File: config.mk
export PLATFORM = sky130hd
export DESIGN_NAME = obstacle_avoid_drive_fsm
export DESIGN_NICKNAME = d
export VERILOG_FILES = /design/src/hdl/oad_pkg.sv /design/src/hdl/obstacle_avoid_drive_fsm.sv /design/src/hdl/oad_chart.sv
export SDC_FILE = /design/constraint.sdc
export NUM_CORES = 1
export LEC_CHECK = 0
export ABC_AREA = 1
export BUFFER_PORTS_ARGS = -buffer_cell sky130_fd_sc_hd__buf_2
export CAP_MARGIN = 20
export CORE_UTILIZATION = 45
export CTS_CLUSTER_DIAMETER = 200
export DETAILED_ROUTE_END_ITERATION = 7
export PLACE_DENSITY_LB_ADDON = 0.15
export REMOVE_ABC_BUFFERS = 1
export SLEW_MARGIN = 20
export SYNTH_ARGS = -nofsm -noshare
export SYNTH_HDL_FRONTEND = slang
export SYNTH_SLANG_ARGS = --single-unit
File: constraint.sdc
create_clock -name clk_i -period 5.7 [get_ports clk_i]
set_clock_uncertainty 0.15 [all_clocks]
set_input_delay 0 -clock clk_i [delete_from_list [all_inputs] [get_ports clk_i]]
set_output_delay 0 -clock clk_i [all_outputs]
set_load 0.02 [all_outputs]
File: src/hdl/oad_pkg.sv
// ----------------------------------------------------------------------------
// oad_pkg
// Shared state codes, register indexes and types of the bump-and-turn
// navigation chart.
// ----------------------------------------------------------------------------
package oad_pkg;

  localparam int unsigned StateW = 4;
  localparam int unsigned SpeedW = 10;
  localparam int unsigned CfgAddrW = 3;
  localparam int unsigned CfgDataW = 16;

  localparam logic [StateW-1:0] ST_INITIAL       = 4'd0;
  localparam logic [StateW-1:0] ST_PAUSE_REL     = 4'd1;
  localparam logic [StateW-1:0] ST_UNPAUSE_PRESS = 4'd2;
  localparam logic [StateW-1:0] ST_UNPAUSE_REL   = 4'd3;
  localparam logic [StateW-1:0] ST_DRIVE         = 4'd4;
  localparam logic [StateW-1:0] ST_TURN_R        = 4'd5;
  localparam logic [StateW-1:0] ST_TURN_L        = 4'd6;
  localparam logic [StateW-1:0] ST_REPAIR_R      = 4'd7;
  localparam logic [StateW-1:0] ST_REPAIR_L      = 4'd8;

  localparam logic [CfgAddrW-1:0] REG_DRIVE_SPEED     = 3'd0;
  localparam logic [CfgAddrW-1:0] REG_TURN_SPEED      = 3'd1;
  localparam logic [CfgAddrW-1:0] REG_REPAIR_DISTANCE = 3'd2;
  localparam logic [CfgAddrW-1:0] REG_TURN_ANGLE      = 3'd3;
  localparam logic [CfgAddrW-1:0] REG_REPAIR_BAND     = 3'd4;

  localparam logic [8:0] SPEED_MAX = 9'd500;

  typedef struct packed {
    logic [8:0]  drive_speed;
    logic [8:0]  turn_speed;
    logic [15:0] repair_distance;
    logic [8:0]  turn_angle;
    logic [7:0]  repair_band;
  } oad_cfg_t;

  typedef struct packed {
    logic [StateW-1:0] chart;
    logic [StateW-1:0] resume;
    logic [31:0]       man_dist;
    logic [31:0]       man_ang;
    logic              obstacle;
  } oad_state_t;

  typedef struct packed {
    logic [31:0] net_distance;
    logic [31:0] net_angle;
    logic        play_button;
    logic        wall_seen;
    logic        bump_left;
    logic        bump_right;
  } oad_beat_t;

endpackage

File: src/hdl/obstacle_avoid_drive_fsm.sv
// ----------------------------------------------------------------------------
// obstacle_avoid_drive_fsm
// Bump-and-turn navigation chart with pause handling and heading repair.
// ----------------------------------------------------------------------------
// Each accepted sensor beat produces one result beat carrying the wheel speed
// commands and state code after that beat's transition. A beat is registered
// at the input, passes the chart logic and lands in the output register when
// the output side is free. One beat is taken per cycle while the output side
// keeps up; the chart state loop through a single register sets that rate.
// The user must write configuration through cfg_we_i/cfg_addr_i/cfg_wdata_i
// only while no beat is in flight; the block itself does not enforce this.
module obstacle_avoid_drive_fsm
  import oad_pkg::*;
(
  input  logic                clk_i,
  input  logic                rst_ni,
  input  logic                cfg_we_i,
  input  logic [CfgAddrW-1:0] cfg_addr_i,
  input  logic [CfgDataW-1:0] cfg_wdata_i,
  input  logic                in_valid_i,
  output logic                in_stall_o,
  input  logic [31:0]         net_distance_i,
  input  logic [31:0]         net_angle_i,
  input  logic                play_button_i,
  input  logic                wall_seen_i,
  input  logic                bump_left_i,
  input  logic                bump_right_i,
  output logic                out_valid_o,
  input  logic                out_stall_i,
  output logic [SpeedW-1:0]   left_speed_o,
  output logic [SpeedW-1:0]   right_speed_o,
  output logic [StateW-1:0]   mode_o
);

  oad_cfg_t          cfg_q;
  oad_state_t        state_q, state_d;
  oad_beat_t         beat_q;
  logic              beat_valid_q;
  logic              out_valid_q;
  logic [SpeedW-1:0] left_q, left_d;
  logic [SpeedW-1:0] right_q, right_d;
  logic [StateW-1:0] mode_q;
  logic              out_free;
  logic              advance;
  logic              take;

  assign out_free   = !out_valid_q || !out_stall_i;
  assign advance    = beat_valid_q && out_free;
  assign in_stall_o = beat_valid_q && !out_free;
  assign take       = in_valid_i && !in_stall_o;

  always_ff @(posedge clk_i or negedge rst_ni) begin
    if (!rst_ni) begin
      cfg_q.drive_speed     <= 9'd200;
      cfg_q.turn_speed      <= 9'd100;
      cfg_q.repair_distance <= 16'd300;
      cfg_q.turn_angle      <= 9'd15;
      cfg_q.repair_band     <= 8'd6;
    end else if (cfg_we_i) begin
      case (cfg_addr_i)
        REG_DRIVE_SPEED:     cfg_q.drive_speed     <= cfg_wdata_i[8:0];
        REG_TURN_SPEED:      cfg_q.turn_speed      <= cfg_wdata_i[8:0];
        REG_REPAIR_DISTANCE: cfg_q.repair_distance <= cfg_wdata_i;
        REG_TURN_ANGLE:      cfg_q.turn_angle      <= cfg_wdata_i[8:0];
        REG_REPAIR_BAND:     cfg_q.repair_band     <= cfg_wdata_i[7:0];
        default: ;
      endcase
    end
  end

  always_ff @(posedge clk_i) begin
    if (take) begin
      beat_q.net_distance <= net_distance_i;
      beat_q.net_angle    <= net_angle_i;
      beat_q.play_button  <= play_button_i;
      beat_q.wall_seen    <= wall_seen_i;
      beat_q.bump_left    <= bump_left_i;
      beat_q.bump_right   <= bump_right_i;
    end
    if (advance) begin
      left_q  <= left_d;
      right_q <= right_d;
      mode_q  <= state_d.chart;
    end
  end

  always_ff @(posedge clk_i or negedge rst_ni) begin
    if (!rst_ni) begin
      beat_valid_q <= 1'b0;
      out_valid_q  <= 1'b0;
    end else begin
      if (take) begin
        beat_valid_q <= 1'b1;
      end else if (advance) begin
        beat_valid_q <= 1'b0;
      end
      if (advance) begin
        out_valid_q <= 1'b1;
      end else if (!out_stall_i) begin
        out_valid_q <= 1'b0;
      end
    end
  end

  always_ff @(posedge clk_i or negedge rst_ni) begin
    if (!rst_ni) begin
      state_q.chart    <= ST_INITIAL;
      state_q.resume   <= ST_DRIVE;
      state_q.man_dist <= '0;
      state_q.man_ang  <= '0;
      state_q.obstacle <= 1'b0;
    end else if (advance) begin
      state_q <= state_d;
    end
  end

  oad_chart u_chart (
    .cfg_i         (cfg_q),
    .state_i       (state_q),
    .beat_i        (beat_q),
    .state_o       (state_d),
    .left_speed_o  (left_d),
    .right_speed_o (right_d)
  );

  assign out_valid_o   = out_valid_q;
  assign left_speed_o  = left_q;
  assign right_speed_o = right_q;
  assign mode_o        = mode_q;

`ifndef NO_ASSERTIONS
  a_state_legal: assert property (@(posedge clk_i) disable iff (!rst_ni)
    state_q.chart <= ST_REPAIR_L && state_q.resume <= ST_REPAIR_L)
    else $error("chart state out of range");

  a_pause_still: assert property (@(posedge clk_i) disable iff (!rst_ni)
    out_valid_o && mode_o <= ST_UNPAUSE_REL |-> left_speed_o == '0 && right_speed_o == '0)
    else $error("wheels move in a pause state");

  a_drive_straight: assert property (@(posedge clk_i) disable iff (!rst_ni)
    out_valid_o && mode_o == ST_DRIVE |-> left_speed_o == right_speed_o)
    else $error("unequal wheel speeds while driving");

  a_advance_lands: assert property (@(posedge clk_i) disable iff (!rst_ni)
    advance |=> out_valid_q && mode_q == state_q.chart)
    else $error("result does not match chart state");
`endif

endmodule

File: src/hdl/oad_chart.sv
// ----------------------------------------------------------------------------
// oad_chart
// Next-state and wheel speed logic of the navigation chart for one beat.
// ----------------------------------------------------------------------------
module oad_chart
  import oad_pkg::*;
(
  input  oad_cfg_t          cfg_i,
  input  oad_state_t        state_i,
  input  oad_beat_t         beat_i,
  output oad_state_t        state_o,
  output logic [SpeedW-1:0] left_speed_o,
  output logic [SpeedW-1:0] right_speed_o
);

  logic signed [32:0] dist_diff;
  logic signed [32:0] ang_diff;
  logic [32:0]        dist_mag;
  logic [32:0]        turn_mag;
  logic [32:0]        ang_mag;
  logic signed [31:0] ang_s;
  logic signed [31:0] band_s;
  logic               dist_hit;
  logic               turn_hit;
  logic               in_band;
  logic [8:0]         drive_sat;
  logic [8:0]         turn_sat;
  logic [SpeedW-1:0]  drive_pos;
  logic [SpeedW-1:0]  turn_pos;
  logic [SpeedW-1:0]  turn_neg;
  oad_state_t         marked;

  assign ang_s     = $signed(beat_i.net_angle);
  assign band_s    = $signed({24'd0, cfg_i.repair_band});
  assign dist_diff = $signed({beat_i.net_distance[31], beat_i.net_distance})
                   - $signed({state_i.man_dist[31], state_i.man_dist});
  assign ang_diff  = $signed({beat_i.net_angle[31], beat_i.net_angle})
                   - $signed({state_i.man_ang[31], state_i.man_ang});
  assign dist_mag  = dist_diff[32] ? 33'(-dist_diff) : 33'(dist_diff);
  assign turn_mag  = ang_diff[32] ? 33'(-ang_diff) : 33'(ang_diff);
  assign ang_mag   = beat_i.net_angle[31]
                   ? 33'(-$signed({1'b1, beat_i.net_angle}))
                   : {1'b0, beat_i.net_angle};
  assign dist_hit  = dist_mag >= {17'd0, cfg_i.repair_distance};
  assign turn_hit  = turn_mag >= {24'd0, cfg_i.turn_angle};
  assign in_band   = ang_mag < {25'd0, cfg_i.repair_band};

  always_comb begin
    marked          = state_i;
    marked.man_dist = beat_i.net_distance;
    marked.man_ang  = beat_i.net_angle;
  end

  always_comb begin
    state_o = state_i;
    if (state_i.chart <= ST_UNPAUSE_REL || beat_i.play_button) begin
      case (state_i.chart)
        ST_INITIAL: begin
          state_o.chart = ST_UNPAUSE_PRESS;
        end
        ST_PAUSE_REL: begin
          if (!beat_i.play_button) state_o.chart = ST_UNPAUSE_PRESS;
        end
        ST_UNPAUSE_REL: begin
          if (!beat_i.play_button) state_o.chart = state_i.resume;
        end
        ST_UNPAUSE_PRESS: begin
          if (beat_i.play_button) state_o.chart = ST_UNPAUSE_REL;
        end
        default: begin
          state_o.resume = state_i.chart;
          state_o.chart  = ST_PAUSE_REL;
        end
      endcase
    end else begin
      case (state_i.chart)
        ST_DRIVE: begin
          if (beat_i.wall_seen || beat_i.bump_left || beat_i.bump_right) begin
            state_o          = marked;
            state_o.obstacle = 1'b1;
            if (beat_i.wall_seen) begin
              state_o.chart = (ang_s >= 0) ? ST_TURN_R : ST_TURN_L;
            end else if (beat_i.bump_left) begin
              state_o.chart = ST_TURN_R;
            end else begin
              state_o.chart = ST_TURN_L;
            end
          end else if (dist_hit) begin
            if (state_i.obstacle) begin
              state_o          = marked;
              state_o.obstacle = 1'b0;
            end else if (ang_s >= band_s) begin
              state_o       = marked;
              state_o.chart = ST_REPAIR_R;
            end else if (ang_s <= -band_s) begin
              state_o       = marked;
              state_o.chart = ST_REPAIR_L;
            end
          end
        end
        ST_TURN_R, ST_TURN_L: begin
          if (!beat_i.wall_seen && turn_hit) begin
            state_o       = marked;
            state_o.chart = ST_DRIVE;
          end
        end
        ST_REPAIR_R, ST_REPAIR_L: begin
          if (in_band) begin
            state_o       = marked;
            state_o.chart = ST_DRIVE;
          end
        end
        default: begin
          state_o = state_i;
        end
      endcase
    end
  end

  assign drive_sat = (cfg_i.drive_speed > SPEED_MAX) ? SPEED_MAX : cfg_i.drive_speed;
  assign turn_sat  = (cfg_i.turn_speed > SPEED_MAX) ? SPEED_MAX : cfg_i.turn_speed;
  assign drive_pos = {1'b0, drive_sat};
  assign turn_pos  = {1'b0, turn_sat};
  assign turn_neg  = -turn_pos;

  always_comb begin
    case (state_o.chart)
      ST_DRIVE: begin
        left_speed_o  = drive_pos;
        right_speed_o = drive_pos;
      end
      ST_TURN_R, ST_REPAIR_R: begin
        left_speed_o  = turn_pos;
        right_speed_o = turn_neg;
      end
      ST_TURN_L, ST_REPAIR_L: begin
        left_speed_o  = turn_neg;
        right_speed_o = turn_pos;
      end
      default: begin
        left_speed_o  = '0;
        right_speed_o = '0;
      end
    endcase
  end

endmodule
==> metrics.csv <==
stage,metric,value,unit
outcome,outcome,finished clean,
clocking,"Reg clk slew, reported paths",0.06,ns
pwr,Leakage Power,12.4,nW
timing,f_max,184,MHz
worst_setup_path,worst-path fanout max,8,
cells_and_area,"most common cell after layout, fill and taps aside",nand2_1,
cells_and_area,Post-layout nets,3448,
worst_setup_path,"Arr. time, crit path",5.57,ns
pwr,Overall Power,0.0131,W
pwr,Max IR drop VDD,0.479,mV
cells_and_area,# diodes,0,
cells_and_area,Fillers,3991,
cells_and_area,multi-input logic area,11400,µm²
yosys,synthesis-stage register bit count,217,
yosys,post-synthesis cell count,2863,
yosys,Post-synth EDFFs,91,
timing,setup tns final,0,ns
pwr,internal power,0.00647,W
floorplan,Die Y,208,µm
timing,worst hold slack,0.00924,ns
worst_setup_path,R2R Path End,right_speed_o[1]$_DFFE_PP_,
routing,Pre-Repair DR Iteration Count,5,
cells_and_area,Sequential Area,5910,µm²
worst_setup_path,Reg2Reg Depth,36,
clocking,htree depth,1,
pwr,logic gate share of total power,0.684,
worst_hold_path,Hold Crit Depth,2,
worst_setup_path,Critical Path RT,5.85,ns
routing,DRT Wirelength,59.2,mm
pwr,switching power,0.00664,W
worst_setup_path,CP Capture Type,flip-flop,
clocking,clk root buf,clkbuf_16,
worst_hold_path,hold endpoint,beat_q[64]$_DFFE_PP_,
timing,final hold vios,0,
clocking,clock sink total,217,
pwr,Clock Power Share,0.139,
run,max-cap violations,0,
placement,Placer Congestion,0.938,
clocking,CTS tree,yes,
yosys,synth warn,0,
placement,DP Wirelength,46.1,mm
routing,Detail Route Antenna Nets,0,
timing,Final min period,5.42,ns
cells_and_area,final core occ,0.579,
clocking,Worst-Skew Late Latency,0.56,ns
grt,grt met3 use,0.0284,
floorplan,Die X,208,µm
yosys,synth unique cells,53,
clocking,Max clock buf depth,3,
yosys,Post-Syn Area per Cell,6.65,µm²
worst_setup_path,Buf/Inv on CP,7,
worst_hold_path,hold crit path type,in2reg,
timing,Slew headroom,0.314,
grt,largest net degree at the start of global routing,69,
timing,final setup violation count,0,
grt,GR Util All Layers,0.269,
floorplan,initial core utilization,0.461,
routing,via count,19100,
grt,global routing's busiest layer,met2,
floorplan,floorplan row count,74,
routing,vias per inst,5.08,
yosys,fraction of the yosys area taken by sequential cells,0.310,
grt,first-pass GRT wire length,93.4,mm
timing,max-slew violation count,0,
worst_setup_path,Worst Setup Start Kind,flip-flop,
cells_and_area,Area Overhead vs Synth,25.7,%
timing,fin crit share,0.951,
worst_hold_path,min-delay src,net_distance_i[28],
worst_setup_path,reg2reg start,beat_q[36]$_DFFE_PP_,
yosys,Synth Flop Type,dfrtp_1,
routing,Routed WL per cell,15.7,µm
pwr,pwr dens,548,nW/µm²
pwr,switching share of power,0.507,
yosys,fraction of registers with async set/reset,0.581,
floorplan,Core Region,41300,µm²
grt,met2 Resource Use GR,0.497,
clocking,Num CTS Buffers,26,
grt,initial antenna violation count,1,
floorplan,io pins,118,
worst_setup_path,critical path class,reg2reg,
placement,number of port buffers,117,
cells_and_area,most frequent cells in the layout,"885 x nand2_1, 529 x inv_1, 226 x nor2_1, 201 x nand3_1, 147 x dlygate4sd3_1",
routing,Post-route DRC,0,
pwr,sequential share of power,0.178,
timing,Slew @ Worst Pin,1.03,ns
worst_setup_path,CP peak stage delay,0.55,ns
yosys,"Cell Area, Synth",19000,µm²
grt,vias in the first global route,18400,
worst_setup_path,"reg-to-reg slack, setup",0.28,ns
cells_and_area,layout cells sized above 1,0.147,
grt,global-route met1 utilization,0.317,
grt,remaining global-route overflow,0,
routing,DR iter-0 viols,1060,
worst_setup_path,cell family with most CP delay,simple AND/OR/NAND/NOR gates,
floorplan,Die ar.,43100,µm²
worst_setup_path,critical path's slowest cell,or4_1,
## per-layer routing
metal / part of all wire / routed length (µm)
met2: 0.50 / 29700
met1: 0.42 / 24900
met3: 0.036 / 2150
met4: 0.041 / 2430
met5: 0.00022 / 13
## synthesized netlist by cell type (all sizes together), types with 2 or more instances
cell	count	area share
o21bai	6	0.0024
a21o	4	0.0016
nand4	66	0.022
and2	4	0.0013
a31oi	3	0.00099
dfstp	17	0.023
nand2	931	0.19
a21boi	2	0.00079
nor3	40	0.011
inv	543	0.11
clkbuf	20	0.0039
edfxtp	91	0.14
or2	5	0.0016
xor2	63	0.029
o21a	7	0.0028
o211ai	5	0.0020
mux2	33	0.020
o2111ai	2	0.00092
nand3b	13	0.0051
nor4	14	0.0046
ha	141	0.093
buf	21	0.0068
o21ai	128	0.034
nand3	221	0.062
a21oi	99	0.027
fa	2	0.0021
dfrtp	109	0.14
nor2	265	0.057
## logic make-up (layout without fill, tap and decap cells)
family	count (synthesis)	after routing	synth area share
buffers and inverters	584	954	0.118
AND/OR/NAND/NOR	1561	1561	0.354
adder cells (fa/ha/maj)	143	143	0.0948
XOR/XNOR	64	64	0.0295
multiplexers	33	33	0.0195
AO/OA/AOI/OAI	261	261	0.0743
flip-flops	217	217	0.310
## area by class of cell
cell class,count,share of cell area
repair buffers,363,0.123
inverters,543,0.0857
multi-input cells,2062,0.477
well taps,532,0.0278
clock inverters,15,0.00889
flip-flops and latches,217,0.247
clock buffers,33,0.0300
## repair_timing
item | 4_1_cts | 5_1_grt
cloned | 0 | 2
endpoints found under the hold margin | 206 | 1
pin swaps | 1 | 13
hold buffers | 147 | 1
buffers inserted | 1 | 17
resized for setup | 0 | 131
setup endpoints to repair | 17 | 89
## worst max-delay path by stage
stage,startpoint,endpoint,slack [ns],cells past startpoint
2_1_floorplan,beat_q[36]$_DFFE_PP_,state_q[19]$_DFFE_PN0P_,-1.49,30
3_3_place_gp,state_q[33]$_DFFE_PN0P_,left_speed_o[2]$_DFFE_PP_,0.09,31
3_5_place_dp,beat_q[36]$_DFFE_PP_,left_speed_o[5]$_DFFE_PP_,0.02,42
4_1_cts,beat_q[36]$_DFFE_PP_,state_q[25]$_DFFE_PN0P_,0.05,39
5_1_grt,beat_q[14]$_DFFE_PP_,right_speed_o[5]$_DFFE_PP_,-0.02,40
6_report,beat_q[36]$_DFFE_PP_,right_speed_o[1]$_DFFE_PP_,0.28,36
## metrics by stage
stage | area [µm²] | instances | setup slack, ns
detailed placement | 20700 | 3549 | 0.0164
floorplan | 18800 | 2822 | -1.49
global route | 23900 | 3765 | -0.0243
finish | 23900 | 3765 | 0.278
global placement | 20700 | 3549 | 0.0938
CTS | 23100 | 3745 | 0.0472
## sequential cells by signal, indices dropped and copies added (netlist names)
signal,flops
state_q,73
beat_q,68
cfg_q,51
left_speed_o,10
right_speed_o,9
mode_o,4
beat_valid_q,1
out_valid_o,1
## power by group through the flow
stage	Sequential (W)	Combinational (W)	Clock, W
after CTS	0.00232	0.00819	0.00185
after detailed placement	0.00235	0.00806	0
after floorplan	0.00234	0.00584	0
final	0.00233	0.00896	0.00182
after global placement	0.00234	0.00794	0
after global routing	0.00238	0.0101	0.00190
Note: power is estimated with default switching activity, not from simulation.
